<file path="src/sv/mpct_pkg.sv">
// Shared types, constants and helpers for the MP configuration table parser.
`default_nettype none

package mpct_pkg;

   // Input item: one table byte and its start-of-table mark
   typedef struct packed {
      logic [7:0] data_byte;
      logic       first;
   } req_type;

   // Result item: processor report or final status
   typedef struct packed {
      logic       is_done;
      logic [7:0] apic_id;
      logic [2:0] status;
      logic [7:0] cpu_count;
   } rsp_type;

   // Status codes
   localparam logic [2:0] ST_OK       = 3'd0;
   localparam logic [2:0] ST_BAD_SIG  = 3'd1;
   localparam logic [2:0] ST_SHORT    = 3'd2;
   localparam logic [2:0] ST_BASE_SUM = 3'd3;
   localparam logic [2:0] ST_EXT_SUM  = 3'd4;

   // Parse phase codes
   localparam logic [1:0] PH_IDLE = 2'd0;
   localparam logic [1:0] PH_BASE = 2'd1;
   localparam logic [1:0] PH_EXT  = 2'd2;
   localparam logic [1:0] PH_DONE = 2'd3;

   // Header layout, byte offsets
   localparam logic [16:0] OFF_SIG_END  = 17'd4;
   localparam logic [16:0] OFF_BASE_LO  = 17'd4;
   localparam logic [16:0] OFF_BASE_HI  = 17'd5;
   localparam logic [16:0] OFF_CNT_LO   = 17'd34;
   localparam logic [16:0] OFF_CNT_HI   = 17'd35;
   localparam logic [16:0] OFF_EXT_LO   = 17'd40;
   localparam logic [16:0] OFF_EXT_HI   = 17'd41;
   localparam logic [16:0] HDR_LAST     = 17'd43;
   localparam logic [16:0] HDR_BYTES    = 17'd44;
   localparam logic [15:0] HDR_LEN_MIN  = 16'd44;

   // Entry sizes
   localparam logic [4:0] PROC_ENTRY_BYTES  = 5'd20;
   localparam logic [4:0] OTHER_ENTRY_BYTES = 5'd8;
   localparam logic [7:0] KIND_PROC         = 8'd0;

   localparam logic [7:0] CPU_COUNT_MAX = 8'd255;

   // Signature "PCMP", one byte per offset
   function automatic logic [7:0] sig_byte(input logic [1:0] idx);
      logic [7:0] b;
      unique case (idx)
         2'd0:    b = 8'h50;
         2'd1:    b = 8'h43;
         2'd2:    b = 8'h4D;
         default: b = 8'h50;
      endcase
      return b;
   endfunction

endpackage

`default_nettype wire

</file>
<file path="src/sv/mpct_parse.sv">
// Parse state and per-byte update logic of the MP configuration table parser.
`default_nettype none

module mpct_parse
   import mpct_pkg::*;
(
   input  wire logic    clock,
   input  wire logic    reset,
   input  wire logic    step,
   input  wire req_type item,
   output logic         res_valid,
   output rsp_type      res
);

   logic [1:0]  phase_ff,    phase_in;
   logic [16:0] offset_ff,   offset_in;
   logic [7:0]  sum_ff,      sum_in;
   logic [15:0] base_len_ff, base_len_in;
   logic [15:0] ent_decl_ff, ent_decl_in;
   logic [15:0] ext_len_ff,  ext_len_in;
   logic [15:0] ent_seen_ff, ent_seen_in;
   logic [4:0]  ent_pos_ff,  ent_pos_in;
   logic [7:0]  ent_kind_ff, ent_kind_in;
   logic [7:0]  cpu_cnt_ff,  cpu_cnt_in;

   // Compute next state and the result for one byte
   always_comb begin
      logic        active;
      logic [1:0]  phase_c;
      logic [16:0] off_c;
      logic [7:0]  sum_c, sum_new, b, kind_c;
      logic [15:0] base_c, decl_c, ext_c, seen_c;
      logic [4:0]  pos_c, pos_next, size_c;
      logic [7:0]  cpu_c;
      logic        fin, report;
      logic [2:0]  fin_st;
      logic [7:0]  rep_id;

      phase_in    = phase_ff;
      offset_in   = offset_ff;
      sum_in      = sum_ff;
      base_len_in = base_len_ff;
      ent_decl_in = ent_decl_ff;
      ext_len_in  = ext_len_ff;
      ent_seen_in = ent_seen_ff;
      ent_pos_in  = ent_pos_ff;
      ent_kind_in = ent_kind_ff;
      cpu_cnt_in  = cpu_cnt_ff;
      res_valid   = 1'b0;
      res         = '0;
      fin         = 1'b0;
      fin_st      = ST_OK;
      report      = 1'b0;
      rep_id      = '0;
      b           = item.data_byte;
      pos_next    = '0;
      size_c      = OTHER_ENTRY_BYTES;
      sum_new     = '0;

      // A first byte restarts from a cleared parse
      if (item.first) begin
         phase_c = PH_BASE;
         off_c   = '0;
         sum_c   = '0;
         base_c  = '0;
         decl_c  = '0;
         ext_c   = '0;
         seen_c  = '0;
         pos_c   = '0;
         kind_c  = '0;
         cpu_c   = '0;
      end else begin
         phase_c = phase_ff;
         off_c   = offset_ff;
         sum_c   = sum_ff;
         base_c  = base_len_ff;
         decl_c  = ent_decl_ff;
         ext_c   = ext_len_ff;
         seen_c  = ent_seen_ff;
         pos_c   = ent_pos_ff;
         kind_c  = ent_kind_ff;
         cpu_c   = cpu_cnt_ff;
      end
      active = item.first || (phase_ff == PH_BASE) || (phase_ff == PH_EXT);

      if (step && active) begin
         sum_new = sum_c + b;

         if (phase_c == PH_EXT) begin
            // Extended table: only the end check
            if (({1'b0, off_c} + 18'd1) == ({2'b00, base_c} + {2'b00, ext_c})) begin
               fin    = 1'b1;
               fin_st = (sum_new != 8'd0) ? ST_EXT_SUM : ST_OK;
            end
         end else begin
            // Header fields, then the entry walk
            priority if (off_c < OFF_SIG_END) begin
               if (b != sig_byte(off_c[1:0])) begin
                  fin    = 1'b1;
                  fin_st = ST_BAD_SIG;
               end
            end else if (off_c == OFF_BASE_LO) begin
               base_c = {8'd0, b};
            end else if (off_c == OFF_BASE_HI) begin
               base_c = {b, base_c[7:0]};
               if (base_c < HDR_LEN_MIN) begin
                  fin    = 1'b1;
                  fin_st = ST_SHORT;
               end
            end else if (off_c == OFF_CNT_LO) begin
               decl_c = {8'd0, b};
            end else if (off_c == OFF_CNT_HI) begin
               decl_c = {b, decl_c[7:0]};
            end else if (off_c == OFF_EXT_LO) begin
               ext_c = {8'd0, b};
            end else if (off_c == OFF_EXT_HI) begin
               ext_c = {b, ext_c[7:0]};
            end else if (off_c >= HDR_BYTES && seen_c < decl_c) begin
               if (pos_c == 5'd0) begin
                  kind_c = b;
               end
               size_c = (kind_c == KIND_PROC) ? PROC_ENTRY_BYTES : OTHER_ENTRY_BYTES;
               if (pos_c == 5'd1 && kind_c == KIND_PROC) begin
                  report = 1'b1;
                  rep_id = b;
               end
               pos_next = pos_c + 5'd1;
               if (pos_next >= size_c) begin
                  pos_c  = '0;
                  seen_c = seen_c + 16'd1;
               end else begin
                  pos_c = pos_next;
               end
            end else begin
            end

            // End of base table
            if (!fin && off_c >= HDR_LAST
                && ({1'b0, off_c} + 18'd1) == {2'b00, base_c}) begin
               if (sum_new != 8'd0) begin
                  fin    = 1'b1;
                  fin_st = ST_BASE_SUM;
               end else if (ext_c == 16'd0) begin
                  fin    = 1'b1;
                  fin_st = ST_OK;
               end else begin
                  phase_c = PH_EXT;
                  sum_new = '0;
               end
            end
         end

         phase_in    = phase_c;
         offset_in   = off_c + 17'd1;
         sum_in      = sum_new;
         base_len_in = base_c;
         ent_decl_in = decl_c;
         ext_len_in  = ext_c;
         ent_seen_in = seen_c;
         ent_pos_in  = pos_c;
         ent_kind_in = kind_c;
         cpu_cnt_in  = cpu_c;

         // Final result wins over a processor report
         if (fin) begin
            phase_in      = PH_DONE;
            res_valid     = 1'b1;
            res.is_done   = 1'b1;
            res.apic_id   = '0;
            res.status    = fin_st;
            res.cpu_count = cpu_c;
         end else if (report) begin
            if (cpu_c != CPU_COUNT_MAX) begin
               cpu_cnt_in = cpu_c + 8'd1;
            end
            res_valid     = 1'b1;
            res.is_done   = 1'b0;
            res.apic_id   = rep_id;
            res.status    = ST_OK;
            res.cpu_count = cpu_cnt_in;
         end
      end
   end

   // Hold parse state
   always_ff @(posedge clock) begin
      if (reset) begin
         phase_ff    <= PH_IDLE;
         offset_ff   <= '0;
         sum_ff      <= '0;
         base_len_ff <= '0;
         ent_decl_ff <= '0;
         ext_len_ff  <= '0;
         ent_seen_ff <= '0;
         ent_pos_ff  <= '0;
         ent_kind_ff <= '0;
         cpu_cnt_ff  <= '0;
      end else begin
         phase_ff    <= phase_in;
         offset_ff   <= offset_in;
         sum_ff      <= sum_in;
         base_len_ff <= base_len_in;
         ent_decl_ff <= ent_decl_in;
         ext_len_ff  <= ext_len_in;
         ent_seen_ff <= ent_seen_in;
         ent_pos_ff  <= ent_pos_in;
         ent_kind_ff <= ent_kind_in;
         cpu_cnt_ff  <= cpu_cnt_in;
      end
   end

endmodule

`default_nettype wire

</file>
<file path="src/sv/mp_config_table_parser_top.sv">
// Top level of the MP configuration table parser: input register, parser, result register.
//
// Usage:
//   The req_ channel carries one table byte per transfer (data_byte) with a
//   first mark that starts a new table; a first byte restarts the parse at
//   any time. Bytes without first are dropped while no table is open.
//   The rsp_ channel carries zero or one result per byte: a processor report
//   (is_done = 0, apic_id, running cpu_count) on the APIC id byte of each
//   processor entry, or a final result (is_done = 1, status, cpu_count).
//   Path: a result is registered; its byte passes the input register, then
//   the parse logic, then the result register.
//   Throughput: one byte per cycle while the result slot is free or being
//   emptied; the parse state updates in one pass of logic between the registers.
//   Stall: when rsp_ready is low and a result is waiting, the byte in the
//   input register holds and req_ready falls; it rises again as soon as the
//   result is taken. Bytes that give no result still need a free result slot.
//   Reset: synchronous, active high; clears the valid bits of both registers
//   and returns the parser to idle with all counters zero.
`default_nettype none

module mp_config_table_parser_top
   import mpct_pkg::*;
(
   input  wire logic    clock,
   input  wire logic    reset,
   input  wire logic    req_valid,
   output logic         req_ready,
   input  wire req_type req_data,
   output logic         rsp_valid,
   input  wire logic    rsp_ready,
   output rsp_type      rsp_data
);

   logic    in_valid_ff, in_valid_in;
   req_type in_data_ff;
   logic    rsp_valid_ff, rsp_valid_in;
   rsp_type rsp_data_ff;
   logic    step;
   logic    res_valid;
   rsp_type res;

   // Advance the input byte when the result slot is free or being emptied
   assign step      = in_valid_ff && (!rsp_valid_ff || rsp_ready);
   assign req_ready = !in_valid_ff || step;

   mpct_parse u_parse (
      .clock     (clock),
      .reset     (reset),
      .step      (step),
      .item      (in_data_ff),
      .res_valid (res_valid),
      .res       (res)
   );

   always_comb begin
      if (req_valid && req_ready) begin
         in_valid_in = 1'b1;
      end else if (step) begin
         in_valid_in = 1'b0;
      end else begin
         in_valid_in = in_valid_ff;
      end

      if (step) begin
         rsp_valid_in = res_valid;
      end else if (rsp_ready) begin
         rsp_valid_in = 1'b0;
      end else begin
         rsp_valid_in = rsp_valid_ff;
      end
   end

   // Input register
   always_ff @(posedge clock) begin
      if (reset) begin
         in_valid_ff <= 1'b0;
      end else begin
         in_valid_ff <= in_valid_in;
      end
      if (req_valid && req_ready) begin
         in_data_ff <= req_data;
      end
   end

   // Result register
   always_ff @(posedge clock) begin
      if (reset) begin
         rsp_valid_ff <= 1'b0;
      end else begin
         rsp_valid_ff <= rsp_valid_in;
      end
      if (step && res_valid) begin
         rsp_data_ff <= res;
      end
   end

   assign rsp_valid = rsp_valid_ff;
   assign rsp_data  = rsp_data_ff;

`ifndef NO_ASSERTIONS
   // A processor report always carries status ok and a nonzero count
   a_report_fields: assert property (@(posedge clock) disable iff (reset)
      (rsp_valid && !rsp_data.is_done) |-> (rsp_data.status == ST_OK
                                            && rsp_data.cpu_count != 8'd0))
      else $error("processor report with bad status or zero count");

   // A final result carries no APIC id
   a_final_id: assert property (@(posedge clock) disable iff (reset)
      (rsp_valid && rsp_data.is_done) |-> (rsp_data.apic_id == 8'd0))
      else $error("final result with nonzero apic id");

   // Input stalls only behind a waiting result
   a_stall_cause: assert property (@(posedge clock) disable iff (reset)
      !req_ready |-> (in_valid_ff && rsp_valid && !rsp_ready))
      else $error("input stalled without a blocked result");

   // A byte waiting behind a blocked result is still there next cycle
   a_hold_input: assert property (@(posedge clock) disable iff (reset)
      (in_valid_ff && rsp_valid && !rsp_ready) |=> in_valid_ff)
      else $error("input byte lost while result stalled");
`endif

endmodule

`default_nettype wire
</file>
<file path="config.mk">
export PLATFORM = sky130hd
export DESIGN_NAME = mp_config_table_parser_top
export DESIGN_NICKNAME = d
export VERILOG_FILES = /design/src/sv/mpct_pkg.sv /design/src/sv/mpct_parse.sv /design/src/sv/mp_config_table_parser_top.sv
export SDC_FILE = /design/constraint.sdc
export NUM_CORES = 1
export LEC_CHECK = 0
export ABC_AREA = 1
export ABC_CLOCK_PERIOD_IN_PS = 5850
export BUFFER_PORTS_ARGS = -buffer_cell sky130_fd_sc_hd__buf_4
export CAP_MARGIN = 10
export CORE_UTILIZATION = 32
export CTS_CLUSTER_DIAMETER = 100
export DETAILED_ROUTE_END_ITERATION = 7
export GPL_TIMING_DRIVEN = 1
export HOLD_SLACK_MARGIN = 0.06
export PLACE_DENSITY_LB_ADDON = 0.12
export SKIP_LAST_GASP = 1
export SLEW_MARGIN = 10
export SYNTH_ARGS = -nofsm -noshare
export SYNTH_HDL_FRONTEND = slang
export SYNTH_SLANG_ARGS = --single-unit
</file>
<file path="constraint.sdc">
create_clock -name clock -period 5.85 [get_ports clock]
set_input_delay 0 -clock clock [delete_from_list [all_inputs] [get_ports clock]]
set_output_delay 0 -clock clock [all_outputs]
set_load 0.05 [all_outputs]
</file>
==> impl_metrics.tcl, run 1 <==
set metrics [dict create \
    hold-worst-slack_ns 0.08099 \
    grt_max_degree 65 \
    dpl.hpwl_um 28920 \
    setup_viol 0 \
    finalCritPeriodShare_pct 74.92 \
    peakVddDrop_mv 0.2237 \
    cts-htree-levels 4 \
    wl_per_cell_um 17.61 \
    clockBufferDepth 2 \
    yosys.area_share.xor_xnor_pct 2.207 \
    p_total_mw 2.835 \
    rsz0062_at_grt "false" \
    cp-start-kind "flop" \
    combPwrFrac_pct 21.7 \
    end_kind "flop" \
    nets 1805 \
    die_h_um 187.9 \
    drc 0 \
    layoutNonFillerInstCount 2203 \
    drt_pass1_iterations 5 \
    p_per_area_nw_per_um2 229.0 \
    synth_top_family_by_area "simple AND/OR/NAND/NOR gates" \
    switchingPower_mw 0.9544 \
    critical_path_class "flop to flop" \
    gp_congestion 0.9227 \
    via_count 11400 \
    status "complete, no violations" \
    routed_via_density 5.172 \
    grt_usage_pct 22.50 \
    syn_area_um2 11060 \
    cts_setup_buffers 0 \
    start_util_pct 32.72 \
    overflow 0 \
    portBuffers 34 \
    synth_top_area_cell "dfxtp_1" \
    antenna_found_initial 1 \
    fin_skew_ns 0.01291 \
    max_freq_ghz 0.2282 \
    critical_path_required_ns 6.19 \
    coreArea_um2 33780 \
    synth_fp_nets 1794 \
    clock-root-buffer "clkbuf_16" \
    dp_cells 2159 \
    syn2layout_area_growth_pct 11.97 \
    drive_above_1_share_pct 7.811 \
    wl_um 38800 \
    drtIter0Drc 975 \
    fp-row-count 67 \
    cap_violations 0 \
    yosys_warnings 0 \
    final_max_slew_viol_count 0 \
    yosys_most_used_dff "dfxtp_1" \
    cts_buffers 17 \
    cts_resized 0 \
    internal_power_mw 1.880 \
    avgSynthCellArea_um2 6.391 \
    yosysTopAreaCellShare_pct 20.64 \
    ys_types 53 \
    ff2ff_path_depth 24 \
    period_needed_ns 4.383 \
    muxShareOfSynthArea_pct 0 \
    synthAdderAreaFrac_pct 5.908 \
    tightest_slew_ns 0.8457 \
    cts_tree "built" \
    synth_compound_area_share_pct 15.15 \
    max_slew_margin_pct 43.02 \
    dieArea_um2 35300 \
    cp.arrival_ns 4.72 \
    fp.dieW_um 187.9 \
    synth_cells 1730 \
    synth_area_leaders "dfxtp_1, nand2_1, inv_1" \
    synth_edf_count 29 \
    path_max_fanout 20 \
    clk_latency_ns 0.46 \
    rrSetupSlack_ns 1.47 \
    pwr-share-seq_pct 39.2 \
    grt_pass1_vias 10640 \
    grt_pass1_wl_um 61440 \
    cts.sinks 143 \
    ant_nets 0 \
    synth-seq-cells 143 \
    yosys.area_share.simple_pct 36.83 \
    num_io_pins 35 \
    synth-seq-area-share_pct 28.52 \
    swShare_pct 33.67 \
    p_leak_nw 5.792 \
    min_delay_path_depth 2 \
    clk_pin_slew_ns 0.06 \
    postSynth.asyncResetShare_pct 0 \
    finalHoldViolations 0 \
    tns_ns 0 \
    min_path_type "input pin to flop" \
    clockPowerShare_pct 39.1 \
]
sequential cells by signal, summed over array words and instances (netlist names):
name                 count
rsp_data                20
u_parse.offset_ff       17
u_parse.base_len_ff     16
u_parse.ent_decl_ff     16
u_parse.ent_seen_ff     16
u_parse.ext_len_ff      16
in_data_ff               9
u_parse.cpu_cnt_ff       8
u_parse.ent_kind_ff      8
u_parse.sum_ff           8
u_parse.ent_pos_ff       5
u_parse.phase_ff         2
in_valid_ff              1
rsp_valid                1
through the flow:
| stage | setup WS (ns) | instance area [um^2] | utilization [%] |
|---|---|---|---|
| final | 1.467 | 12380 | 36.64 |
| after global routing | 0.9004 | 12380 | 36.64 |
| after CTS | 1.440 | 12380 | 36.64 |
| after detailed placement | 1.446 | 11690 | 34.59 |
| after global placement | 1.470 | 11690 | 34.59 |
| after floorplan | 1.520 | 11060 | - |
worst paths after layout:
| kind | start | end |
|---|---|---|
| setup / recovery | in_data_ff[0]$_DFFE_PP_ | u_parse.ent_seen_ff[10]$_SDFFE_PP0P_ |
| hold / removal | reset | u_parse.ent_seen_ff[14]$_SDFFE_PP0P_ |
| setup reg to reg | in_data_ff[0]$_DFFE_PP_ | u_parse.ent_seen_ff[10]$_SDFFE_PP0P_ |
| hold reg to reg | u_parse.sum_ff[3]$_SDFFE_PP0P_ | u_parse.sum_ff[3]$_SDFFE_PP0P_ |
logic make-up (layout without fill, tap and decap cells):
group                    Yosys count  count (layout)
AO/OA/AOI/OAI                    290             290
XOR/XNOR                          27              27
adder cells (fa/ha/maj)           51              51
buffers and inverters            315             339
flip-flops                       143             143
other                              0               1
AND/OR/NAND/NOR                  904             904
cells in the final DEF, fill, tap and decap left out, types with 44 or more instances in the layout:
cell type	instances
ha_1	49
o21ai_0	87
dfxtp_1	114
inv_1	239
nor2_1	167
a21oi_1	116
nand4_1	51
buf_4	44
nand2_1	448
nand3_1	140
cells in the mapped netlist (6+ instances only):
cell,instances
dfxtp_1,114
nor3b_1,6
nand2_1,449
nand2_2,7
a31oi_1,8
o21ai_0,87
nand3b_1,12
nand3_2,6
buf_1,7
nor2_2,8
nor3_1,29
nand4_1,51
inv_1,240
buf_4,6
ha_1,49
nor2_1,168
xor2_1,16
clkbuf_1,36
a21oi_1,116
o21ai_1,8
nor2_4,9
o211ai_1,34
o221ai_1,8
xnor2_1,10
edfxtp_1,29
nand3_1,140
buf_2,11
inv_2,6
power by group through the flow:
stage               Sequential, mW  Clock [mW]  Combinational (mW)
floorplan                     1.13           0               0.428
detailed placement            1.13           0               0.607
global placement              1.13           0               0.605
finish                        1.11        1.11               0.617
CTS                           1.11        1.14               0.615
global route                  1.12        1.17               0.691
per-layer routing:
layer / GRT usage [%] / share of wire, % / vias up
met3: 3.350 / 5.4 / 37
met1: 32.35 / 49 / 5309
met2: 34.63 / 43 / 320
li1: - / - / 5729
met4: 6.348 / 1.7 / 0
met5: 0 / 0 / -
cell type report:
cell class | instances | area [um^2]
Multi-Input combinational cell | 1272 | 6660
Clock buffer | 19 | 442.9
Antenna cell | 1 | 2.502
Clock inverter | 13 | 138.9
Sequential cell | 143 | 3153
Tap cell | 448 | 560.5
Fill cell | 3675 | 21400
Inverter | 250 | 940.9
Timing Repair Buffer | 57 | 480.5
worst max-delay path, cell delays in order, from the launching register on:
cell	delay, ns
edfxtp_1	0.44
inv_2	0.41
nand2_1	0.20
ha_1	0.24
nand3_2	0.22
nand2_1	0.09
o21ai_0	0.14
nand4_1	0.15
nor4_2	0.17
buf_4	0.25
inv_1	0.06
ha_1	0.31
nand2_1	0.06
nor2_1	0.09
a211oi_1	0.06
nand2_1	0.10
inv_1	0.15
nor2_2	0.18
inv_1	0.12
nor2_2	0.24
nand3_1	0.18
nor2_1	0.19
nand3_1	0.09
nand2_1	0.07
a21oi_1	0.05
what timing repair did:
action | in CTS | in global routing
endpoints found under the setup margin | 0 | 0
hold buffers | 11 | 0
hold endpoints to repair | 11 | 0
(Power assumes the default switching activity.)
==> run 2: changes to the inputs <==
ABC_AREA = 0   (was 1)
ABC_CLOCK_PERIOD_IN_PS = 4450   (was 5850)
clock period = 4.45 ns   (was 5.85 ns; I/O delays follow)
==> run 2 against run 1 <==
- sequential power up 22%
- cell area shrank 7.6%
- setup slack lost 1.3 ns
- worst hold slack improved by 0.031 ns
- synthesized cell count is 30% lower
- critical path depth fell by 9
- sequential share of layout area is 2.1 points higher
==> impl_metrics.tcl, run 2 <==
set metrics [dict create \
    status "complete, no violations" \
    finalHoldViolations 0 \
    synth_fp_nets 1283 \
    antenna_cells 0 \
    fp-row-count 63 \
    cts_tree "built" \
    synth_top_area_cell "dfxtp_1" \
    startpoint "in_data_ff[0]$_DFFE_PP_" \
    cp.arrival_ns 4.42 \
    yosys_most_used_dff "dfxtp_1" \
    fp.dieW_um 177.0 \
    grt_pass1_wl_um 52410 \
    setup_viol 0 \
    cts.sinks 143 \
    grt_max_degree 85 \
    max_freq_ghz 0.2344 \
    drc 0 \
    cts_buffers 17 \
    critical_path_class "flop to flop" \
    nets 1328 \
    yosys_warnings 0 \
    clock-root-buffer "clkbuf_16" \
    layout_setup_ws_ns 0.1841 \
    finalCritPeriodShare_pct 95.86 \
    syn2layout_area_growth_pct 16.75 \
    synth_edf_count 29 \
    routed_via_density 5.642 \
    final_max_slew_viol_count 0 \
    placed_area_um2 10690 \
    p_leak_nw 4.313 \
    rrSetupSlack_ns 0.18 \
    synth-seq-cells 143 \
    via_count 9405 \
    ant_nets 0 \
    grt_usage_pct 22.14 \
    p_total_mw 3.136 \
    wl_per_cell_um 20.28 \
    period_needed_ns 4.266 \
    dpl.hpwl_um 24590 \
    reg2reg_to "rsp_data[4]$_SDFFCE_PN0P_" \
    min_path_type "input pin to flop" \
    cts-htree-levels 4 \
    wl_um 33800 \
    largest_reg_flops 20 \
    critical_path_required_ns 4.61 \
    postSynth.asyncResetShare_pct 0 \
    drive_above_1_share_pct 12.14 \
    cap_violations 0 \
    synth_cells 1219 \
    final_common_cell "nor2_1" \
    yosysTopAreaCellShare_pct 23.29 \
    drt_pass1_iterations 5 \
    peakVddDrop_mv 0.2743 \
    worstReg2RegStart "in_data_ff[0]$_DFFE_PP_" \
    overflow 0 \
    endpoint "rsp_data[4]$_SDFFCE_PN0P_" \
    synth-seq-area-share_pct 32.17 \
    clk_pin_slew_ns 0.07 \
    start_util_pct 32.81 \
    ys_types 87 \
    portBuffers 34 \
    coreArea_um2 29870 \
    pre_cts_ws_ns 0.1763 \
    critical_path.most_common_cell "buf_4" \
    grt_pass1_vias 8864 \
    syn_area_um2 9801 \
    num_io_pins 35 \
    final_cell_mix "nor2_1, nand2_1, dfxtp_1" \
    synth_most_common_cell "nor2_1" \
    gp_congestion 0.8768 \
    end_kind "flop" \
    dp_cells 1621 \
    cp_cell_sequence "buf_12, nor2b_1, ha_1, a2111oi_2, o21ai_2, a41oi_1, xnor3_1, a21oi_1, o211ai_1, or4_4, nor4b_4, buf_4, o31ai_2, inv_2, buf_4" \
    die_h_um 177.0 \
    fin_skew_ns 0.01466 \
    crit_slowest_cell "edfxtp_1" \
    antenna_found_initial 0 \
    dieArea_um2 31330 \
    max_slew_margin_pct 29.55 \
    p_per_area_nw_per_um2 274.1 \
    avgSynthCellArea_um2 8.040 \
    drtIter0Drc 815 \
    path_max_fanout 34 \
    clk_latency_ns 0.45 \
    layoutNonFillerInstCount 1667 \
    tightest_slew_ns 1.049 \
    synth_area_leaders "dfxtp_1, edfxtp_1, ha_1" \
    cp-start-kind "flop" \
    clockBufferDepth 2 \
    final_cell_area_um2 11440 \
    ff2ff_path_depth 15 \
    rsz0062_at_grt "true" \
    synth.top_cells.by_count "nor2_1, nand2_1, dfxtp_1, a21oi_1, nor2b_1" \
    critPathMaxStageDelay_ns 0.49 \
]
## run 2: cell count changes in the layout (fill, tap and decap cells not counted), sizes merged, moves of 34 or more
cell,delta
a22oi,+60
a21oi,-36
buf,+41
o21ai,-44
nor2b,+68
inv,-213
nand2,-343
nor2,-45
nand3,-109
nand4,-34
## run 2: timing repair
action / CTS / global route
buffers inserted: 0 / 2
setup endpoints to repair: 0 / 26
hold buffers: 12 / 0
gates resized for setup: 0 / 4
endpoints found under the hold margin: 11 / 0
## run 2: worst max-delay path, delay by kind of cell (launching register included)
| kind | cells | cell delay [ns] |
|---|---|---|
| fa+ha+maj | 1 | 0.34 |
| compound gates | 6 | 1.22 |
| xor+xnor | 1 | 0.26 |
| simple gates | 3 | 0.94 |
| buf+inv | 4 | 0.70 |
| flops | 1 | 0.49 |
## run 2: layer usage
layer	vias to the layer above	share of wire (%)	GRT usage (%)
li1	4546	-	-
met1	4578	48	30.31
met2	238	46	35.30
met3	43	4.0	3.329
met4	0	1.9	7.364
met5	-	0	0
## run 2: layout make-up
type,count,area [um^2]
fillers,3100,18430
clock inverters,15,173.9
repair buffers,99,814.5
inverters,29,108.9
flip-flops and latches,143,3153
well taps,390,488.0
multi-input cells,974,6279
clock buffers,17,425.4
## run 2: cell families (layout without fill, tap and decap cells)
kind of cell,count (synthesis),count (layout),synth area share [%]
xor+xnor,54,54,5.541
compound gates,319,319,21.70
mux,12,12,1.277
fa+ha+maj,51,51,6.664
buf+inv,102,160,4.328
simple gates,538,538,28.32
flops,143,143,32.17
## run 2: how the worst min path moves through the flow
stage / startpoint / to / slack (ns) / cells past startpoint
finish: reset / u_parse.base_len_ff[15]$_SDFFE_PP0P_ / 0.11 / 2
global route: reset / u_parse.base_len_ff[12]$_SDFFE_PP0P_ / 0.21 / 2
CTS: reset / in_valid_ff$_SDFFE_PP0P_ / 0.17 / 2
detailed placement: req_data[1] / in_data_ff[1]$_DFFE_PP_ / 0.18 / 1
global placement: req_data[1] / in_data_ff[1]$_DFFE_PP_ / 0.18 / 1
floorplan: req_data[0] / in_data_ff[0]$_DFFE_PP_ / 0.1 / 0
## run 2: where the power goes
group | leakage, nW | switching (mW) | internal (mW) | total, mW
Sequential | 1.22 | 0.0120 | 1.34 | 1.35
Combinational | 2.81 | 0.198 | 0.0843 | 0.282
Clock | 0.287 | 0.659 | 0.845 | 1.50
Total | 4.31 | 0.869 | 2.27 | 3.14
## run 2: through the flow
stage,utilization [%],hold slack [ns],setup TNS [ns]
2_1_floorplan,-,0.09887,-4.842
3_3_place_gp,35.77,0.1809,0
3_5_place_dp,35.77,0.1793,0
4_1_cts,38.18,0.1670,0
5_1_grt,38.30,0.2074,-0.01103
6_report,38.30,0.1119,0
==> run 3: changes to the inputs <==
RECOVER_POWER = 25   (was unset)
==> run 3 against run 2 <==
- cell area shrank 0.75%
- setup slack gained 0.0048 ns
- sequential cell count is the same
- critical path type unchanged
- global-route usage is the same
- sequential power is essentially flat
==> impl_metrics.tcl, run 3 (synthesis results as in run 2) <==
set metrics [dict create \
    dp_cells 1621 \
    cp.arrival_ns 4.41 \
    dpl.hpwl_um 24590 \
    crit_slowest_cell "edfxtp_1" \
    layoutNonFillerInstCount 1667 \
    end_kind "flop" \
    peakVddDrop_mv 0.2730 \
    rsz0062_at_grt "true" \
    drive_above_1_share_pct 10.34 \
    cts-htree-levels 4 \
    critPathMaxStageDelay_ns 0.50 \
    coreArea_um2 29870 \
    final_cell_area_um2 11360 \
    drtIter0Drc 835 \
    grt_max_degree 85 \
    cp-start-kind "flop" \
    clock-root-buffer "clkbuf_16" \
    ant_nets 0 \
    p_per_area_nw_per_um2 275.6 \
    via_count 9379 \
    grt_usage_pct 22.14 \
    clockBufferDepth 2 \
    crit_buf_inv 4 \
    portBuffers 34 \
    critical-path-top-delay-family "compound AO/OA/AOI/OAI gates" \
    wl_per_cell_um 20.31 \
    final_cell_mix "nor2_1, nand2_1, dfxtp_1" \
    critical_path_class "flop to flop" \
    largest_reg_flops 20 \
    antenna_found_initial 0 \
    critical_path.most_common_cell "buf_4" \
    min_path_type "input pin to flop" \
    fp-row-count 63 \
    max_slew_margin_pct 29.05 \
    die_h_um 177.0 \
    final_max_slew_viol_count 0 \
    antenna_cells 0 \
    grt_pass1_wl_um 52410 \
    dieArea_um2 31330 \
    syn2layout_area_growth_pct 15.87 \
    fp.dieW_um 177.0 \
    cts.sinks 143 \
    p_leak_nw 4.221 \
    cts_buffers 17 \
    clk_pin_slew_ns 0.07 \
    wl_um 33850 \
    drc 0 \
    routed_via_density 5.626 \
    fin_util_pct 38.01 \
    grt_pass1_vias 8864 \
    status "complete, no violations" \
    cts_tree "built" \
    clk_latency_ns 0.45 \
    fin_skew_ns 0.01476 \
    tns_ns 0 \
    drt_pass1_iterations 5 \
    critical_path_required_ns 4.60 \
    finalCritPeriodShare_pct 95.76 \
    nets 1328 \
    num_io_pins 35 \
    cp_cell_sequence "buf_12, nor2b_1, ha_1, a2111oi_2, o21ai_2, a41oi_1, xnor3_1, a21oi_1, o211ai_1, or4_4, nor4b_4, buf_4, o31ai_2, inv_2, buf_4" \
    final_common_cell "nor2_1" \
    overflow 0 \
    tightest_slew_ns 1.056 \
    path_max_fanout 34 \
    start_util_pct 32.81 \
    hold-worst-slack_ns 0.1684 \
    max_freq_ghz 0.2347 \
    gp_congestion 0.8768 \
    period_needed_ns 4.261 \
    placed_area_um2 10690 \
    cap_violations 0 \
    finalHoldViolations 0 \
    setup_viol 0 \
]
## run 3: layout make-up
| type | count | area, um^2 |
|---|---|---|
| sequential | 143 | 3153 |
| timing repair buffer | 99 | 728.2 |
| clock buffer | 17 | 425.4 |
| clock inverter | 15 | 173.9 |
| tap | 390 | 488.0 |
| multi-input combinational | 974 | 6279 |
| fill | 3125 | 18520 |
| inverter | 29 | 108.9 |
## run 3: layer usage
layer,GRT usage (%),share of wire (%)
met1,30.31,49
met2,35.30,46
met3,3.329,3.8
met4,7.364,1.8
met5,0,0
## run 3: where the power goes
group          switching (mW)  internal (mW)  total, mW
sequential             0.0119           1.34       1.35
combinational           0.198         0.0798      0.278
clock                   0.657          0.845       1.50
total                   0.867           2.26       3.13
## run 3: path summary, 6_finish.rpt
kind	start	endpoint	slack, ns	cells after the start
setup / recovery	in_data_ff[0]$_DFFE_PP_	rsp_data[4]$_SDFFCE_PN0P_	0.19	15
hold reg to reg	u_parse.sum_ff[7]$_SDFFE_PP0P_	u_parse.sum_ff[7]$_SDFFE_PP0P_	0.45	2
setup reg to reg	in_data_ff[0]$_DFFE_PP_	rsp_data[4]$_SDFFCE_PN0P_	0.19	15
hold / removal	reset	u_parse.base_len_ff[13]$_SDFFE_PP0P_	0.17	2
## run 3: per-stage QoR
step	power [mW]	worst slack [ns]
after floorplan	1.543	-0.2418
after global placement	1.651	0.2029
after detailed placement	1.649	0.1763
after CTS	3.171	0.1339
after global routing	3.235	-0.01103
final	3.129	0.1889
## run 3: worst reg2reg max path, stage by stage (launching register included)
cell	delay [ns]
edfxtp_1	0.50
buf_12	0.23
nor2b_1	0.24
ha_1	0.34
a2111oi_2	0.47
o21ai_2	0.15
a41oi_1	0.25
xnor3_1	0.26
a21oi_1	0.14
o211ai_1	0.11
or4_4	0.44
nor4b_4	0.26
buf_4	0.18
o31ai_2	0.10
inv_2	0.09
buf_4	0.21
## run 3: timing repair
action	4_1_cts	5_1_grt
hold endpoints to repair	11	0
endpoints found under the setup margin	0	26
buffers inserted	0	2
hold buffers	12	0
gates resized for setup	0	4
